$ cat src/rtl/cba_pkg.sv
package cba_pkg;

  localparam int MaxClusters = 65536;
  localparam int WordBits    = 32;
  localparam int MapWords    = MaxClusters / WordBits;
  localparam int WordAw      = $clog2(MapWords);
  localparam int BitAw       = $clog2(WordBits);
  localparam int CntW        = 17;
  localparam int PosW        = 18;

  typedef enum logic [1:0] {
    FUNC_FIND  = 2'd0,
    FUNC_USE   = 2'd1,
    FUNC_FREE  = 2'd2,
    FUNC_COUNT = 2'd3
  } func_t;

  typedef enum logic [1:0] {
    ST_OK      = 2'd0,
    ST_NOSPACE = 2'd1,
    ST_ERROR   = 2'd2
  } status_t;

  typedef enum logic [2:0] {
    S_IDLE,
    S_CHECK,
    S_READ,
    S_STEP,
    S_CLEAR,
    S_DONE
  } state_t;

  // Controller to datapath commands
  typedef struct packed {
    logic load;
    logic check;
    logic rd;
    logic step;
    logic clr;
  } cmd_t;

  // Datapath to controller status
  typedef struct packed {
    logic fin;
    logic clr_done;
  } stat_t;

endpackage

$ cat src/rtl/cba_ctrl.sv
module cba_ctrl (
  input  logic           clk,
  input  logic           rst_n,
  input  logic           start,
  output logic           busy,
  output logic           done,
  output cba_pkg::cmd_t  cmd,
  input  cba_pkg::stat_t stat
);

  cba_pkg::state_t state_r, state_nxt;

  always_ff @(posedge clk) begin
    if (!rst_n) begin
      state_r <= cba_pkg::S_CLEAR;
    end else begin
      state_r <= state_nxt;
    end
  end

  // READ fetches the word, STEP consumes one bit
  always_comb begin
    state_nxt = state_r;
    cmd       = '0;
    busy      = 1'b1;
    done      = 1'b0;
    unique case (state_r)
      cba_pkg::S_IDLE: begin
        busy = 1'b0;
        if (start) begin
          cmd.load  = 1'b1;
          state_nxt = cba_pkg::S_CHECK;
        end
      end
      cba_pkg::S_CHECK: begin
        cmd.check = 1'b1;
        state_nxt = cba_pkg::S_READ;
      end
      cba_pkg::S_READ: begin
        cmd.rd = 1'b1;
        state_nxt = stat.fin ? cba_pkg::S_DONE : cba_pkg::S_STEP;
      end
      cba_pkg::S_STEP: begin
        cmd.step  = 1'b1;
        state_nxt = cba_pkg::S_READ;
      end
      cba_pkg::S_CLEAR: begin
        if (stat.clr_done) state_nxt = cba_pkg::S_IDLE;
        else cmd.clr = 1'b1;
      end
      cba_pkg::S_DONE: begin
        done      = 1'b1;
        state_nxt = cba_pkg::S_IDLE;
      end
      default: state_nxt = cba_pkg::S_IDLE;
    endcase
  end

endmodule

$ cat config.mk
export PLATFORM = sky130hd
export DESIGN_NAME = cba_ctrl
export DESIGN_NICKNAME = d
export VERILOG_FILES = /design/src/rtl/cba_pkg.sv /design/src/rtl/cba_ctrl.sv
export SDC_FILE = /design/constraint.sdc
export NUM_CORES = 1
export LEC_CHECK = 0
export BUFFER_PORTS_ARGS = -buffer_cell sky130_fd_sc_hd__buf_2
export CAP_MARGIN = 20
export CELL_PAD_IN_SITES_DETAIL_PLACEMENT = 0
export CELL_PAD_IN_SITES_GLOBAL_PLACEMENT = 1
export CORE_AREA = 2 2 39 41
export DETAILED_ROUTE_END_ITERATION = 8
export DIE_AREA = 0 0 41 43
export MAX_ROUTING_LAYER = met4
export PLACE_DENSITY = 0.52
export SYNTH_ARGS = -nofsm -noshare
export SYNTH_HDL_FRONTEND = slang
export SYNTH_SLANG_ARGS = --single-unit
$ cat constraint.sdc
create_clock -name clk -period 1.55 [get_ports clk]
set_clock_uncertainty 0.15 [all_clocks]
set_input_delay 0.155 -clock clk [delete_from_list [all_inputs] [get_ports clk]]
set_output_delay 0.155 -clock clk [all_outputs]
set_load 0.02 [all_outputs]
Word-level counts from Yosys, hierarchy flattened
Cells that the tools add are included.
W data, S select, Z words.
{"block": "classes", "n_reduce_logical": 3, "eq_ne": 7, "mux": 13}
{"operator": "$pmux W3 S4", "n": 1}
{"operator": "$mux W1", "n": 9}
{"operator": "$mux W3", "n": 3}
{"operator": "$eq A3 B2 Y1 const B", "n": 2}
{"operator": "$eq A3 B3 Y1 const B", "n": 2}
{"operator": "$ne A2 B2 Y1 const B", "n": 2}
{"operator": "$eq A3 B1 Y1 const B", "n": 1}
{"operator": "$logic_not A3 Y1", "n": 1}
{"operator": "$reduce_and A2 Y1", "n": 1}
{"operator": "$reduce_or A2 Y1", "n": 1}
{"block": "word_totals", "elab_cells": 24, "reg_bits": 3}

Logic depth before layout (Yosys ltp)
{"block": "logic_depth", "ltp_word": 3, "ltp_mapped": 2, "mapped_depth_nobuf": 2}

Worst setup path after synthesis
Ideal clock, no wire load.
{"block": "synth_timing", "kind": "flip-flop to output port", "from": "register state_r[0]", "to": "output port done", "path_stages_with_launch": 3, "setup_slack_ps": 239, "path_buffers": 0, "arrival_ps": 1006, "path_cell_list": "dfxtp_1 -> inv_1 -> nor3b_1"}
{"block": "synth_between", "elab_chain_len": 2}
{"element": "start, declared", "line": "cba_ctrl.sv:11", "source": "cba_pkg::state_t state_r, state_nxt;"}
{"element": "start signal, assigned", "line": "cba_ctrl.sv:15", "source": "state_r <= cba_pkg::S_CLEAR;"}
{"element": "start signal, assigned", "line": "cba_ctrl.sv:17", "source": "state_r <= state_nxt;"}
{"element": "$eq A3 B3 Y1", "line": "cba_ctrl.sv:27", "source": "unique case (state_r)"}
{"element": "$mux W1", "line": "cba_ctrl.sv:27"}
{"element": "end, declared", "line": "cba_ctrl.sv:6", "source": "output logic done,"}
No other way between the ends.

==> flow_metrics.py <==
metrics = {
    "status": {
        "status": "complete, no violations",
    },
    "power": {
        "switching_share_pct": 24.4,
        "peakVddDrop_v": 0.000315,
        "power.leakage_nw": 0.130,
        "comb_power_share_pct": 16.9,
        "seq_power_share_pct": 32.8,
        "p_sw_uw": 65.1,
        "clkPwrFrac_pct": 50.3,
        "internal_power_uw": 202,
        "power_per_cell_area_mw_per_mm2": 923,
    },
    "route": {
        "routedWlPerCell_um": 8.19,
        "viasPerCell": 3.60,
        "vias": 187,
        "ant_nets": 0,
        "route.detailed.drc": 0,
        "drtPass1Iterations": 2,
        "drt-total-wl_um": 426,
        "drt-initial-drc-count": 1,
    },
    "place": {
        "detailedPlace.worstSlack_ns": 0.249,
        "gp_congestion": 0.667,
        "dp_cells": 47,
        "io_buffers": 11,
        "placed_cell_area_um2": 246,
    },
    "synth": {
        "synth-xor-area-share_pct": 0,
        "synth-compound-area-share_pct": 2.92,
        "synth_top_family_by_area": "simple AND/OR/NAND/NOR gates",
        "syn_avg_cell_area_um2": 8.57,
        "yosys_warnings": 0,
        "synth_fa_ha_area_share_pct": 0,
        "synth_cell_type_count": 12,
        "netlist_instances": 20,
        "seq_area_frac_synth_pct": 35.0,
        "synthMuxAreaShare_pct": 0,
        "synthSimpleGateAreaFrac_pct": 57.7,
        "ys_ff_latch": 3,
        "syn_area_um2": 171,
        "syn-num-nets": 25,
    },
    "floorplan": {
        "rows": 14,
        "initial_core_util_pct": 12.4,
        "ios": 12,
        "fp.dieW_um": 41,
        "fp.dieArea_mm2": 0.00176,
        "core_area_mm2": 0.00138,
        "die_y_um": 43,
    },
    "clocking": {
        "cts_root_buffer": "clkbuf_4",
        "numCtsBuffers": 3,
        "cts_buffer_depth": 2,
        "clock_latency_ns": 0.23,
        "cts_tree": "built",
        "clk_pin_slew_ns": 0.04,
        "clock-sinks": 3,
        "cts_max_level": 1,
    },
    "cells_and_area": {
        "reg_top3": "state_r: 3 flops",
        "multiInputGateArea_um2": 104,
        "diodes": 0,
        "fin_cells": 52,
        "areaGrowthSynthToFinish_pct": 68.6,
        "nets": 42,
        "regArea_um2": 63.8,
        "largest_register_ffs": 3,
        "final_common_cell": "buf_2",
        "largest-register": "state_r",
        "drive_above_1_share_pct": 55.6,
        "fin_area_um2": 289,
        "layout_common_cells": "buf_2, nand2b_1, nor2_1, clkbuf_4, dfxtp_2",
        "nFillCells": 159,
    },
    "sta": {
        "setup_tns_ns": 0,
        "rsz0062_at_grt": "false",
        "report.final.slew_viol_count": 0,
        "timing.fmax_ghz": 0.678,
        "post-route-min-period_ns": 1.47,
        "fin_hold_ws_ns": 0.0551,
        "setup_viol": 0,
        "fin_ws_ns": 0.0752,
        "hold_viol": 0,
        "maxSlewHeadroom_pct": 85.4,
        "fin_crit_sh_pct": 95.1,
        "tightestPinTransition_ns": 0.218,
    },
    "critical_path": {
        "cp.required_ns": 1.24,
        "cp-end-kind": "output port",
        "crit_arrival_ns": 1.17,
        "path_max_fanout": 8,
        "worst-setup-path-type": "flip-flop to output port",
        "start_kind": "flip-flop",
    },
    "global_routing": {
        "grtUsageTotal_pct": 6.16,
        "grt_max_degree": 9,
        "overflow": 0,
        "grt_pass1_wl_um": 683,
        "grt_pass1_vias": 171,
        "antenna_found_initial": 0,
    },
    "flow_run": {
        "cap_viol_max_count": 0,
    },
    "worst_hold_path": {
        "hold_path.class": "input pin to flip-flop",
    },
}
## what timing repair did
item	4_1_cts	5_1_grt
hold buffers	1	0
gates resized for setup	1	3
setup buffers	0	0
hold endpoints to repair	1	0
setup endpoints to repair	1	2
gates cloned	0	0
## critical path: stages, from the launching register on
cell     delay [ns]
dfxtp_2        0.35
or3_4          0.38
nor2_2         0.08
buf_4          0.14
## synthesized netlist by cell type
cell type	n	area, um^2
inv_1	2	7.51
or3_4	1	11.3
dfxtp_1	3	60.1
nor2_1	3	11.3
nor3_1	2	10.0
nand4bb_1	1	11.3
nor4b_2	1	15.0
a21oi_1	1	5.00
nor2_2	1	6.26
nor3b_1	1	7.51
nand3b_1	1	7.51
nand2b_1	3	18.8
## power groups by stage
| stage | logic (mW) | registers (mW) | clock network, mW |
|---|---|---|---|
| CTS | 0.0447 | 0.0870 | 0.142 |
| floorplan | 0.0281 | 0.0865 | 0 |
| detailed placement | 0.0426 | 0.0882 | 0 |
| finish | 0.0451 | 0.0876 | 0.134 |
| global route | 0.0494 | 0.0887 | 0.149 |
| global placement | 0.0433 | 0.0882 | 0 |
## kinds of logic (layout without fill, tap and decap cells)
| family | after synthesis | after routing |
|---|---|---|
| AO/OA/AOI/OAI | 1 | 1 |
| buffers and inverters | 2 | 18 |
| flip-flops | 3 | 3 |
| AND/OR/NAND/NOR | 14 | 14 |
## metal layers
layer	part of all wire, %	vias up	wire length, um	global-route usage, %
li1	-	100	-	-
met1	50	75	211	8.63
met2	35	12	150	5.63
met3	15	0	64	3.14
met4	0	0	0	6.00
met5	0	-	0	-
## layout make-up
cell class,count,share of cell area (%)
Sequential cell,3,22.1
Multi-Input combinational cell,15,35.9
Clock buffer,4,9.09
Inverter,2,2.60
Tap cell,16,6.93
Timing Repair Buffer,12,23.4
## worst paths after layout
| check | cells after the start | to | slack (ns) | start |
|---|---|---|---|---|
| min reg2reg | 1 | state_r[0] | 0.34 | state_r[0] |
| min | 3 | state_r[1] | 0.06 | stat[1] |
| max reg2reg | 2 | state_r[2] | 0.56 | state_r[1] |
| max | 3 | cmd[4] | 0.08 | state_r[1] |
## metrics by stage
| stage | utilization, % | power (mW) |
|---|---|---|
| finish | 20.9 | 0.267 |
| global route | 20.9 | 0.287 |
| CTS | 20.5 | 0.274 |
| detailed placement | 17.8 | 0.131 |
| global placement | 17.8 | 0.132 |
| floorplan | - | 0.115 |
Note: power is estimated with default switching activity, not from simulation.
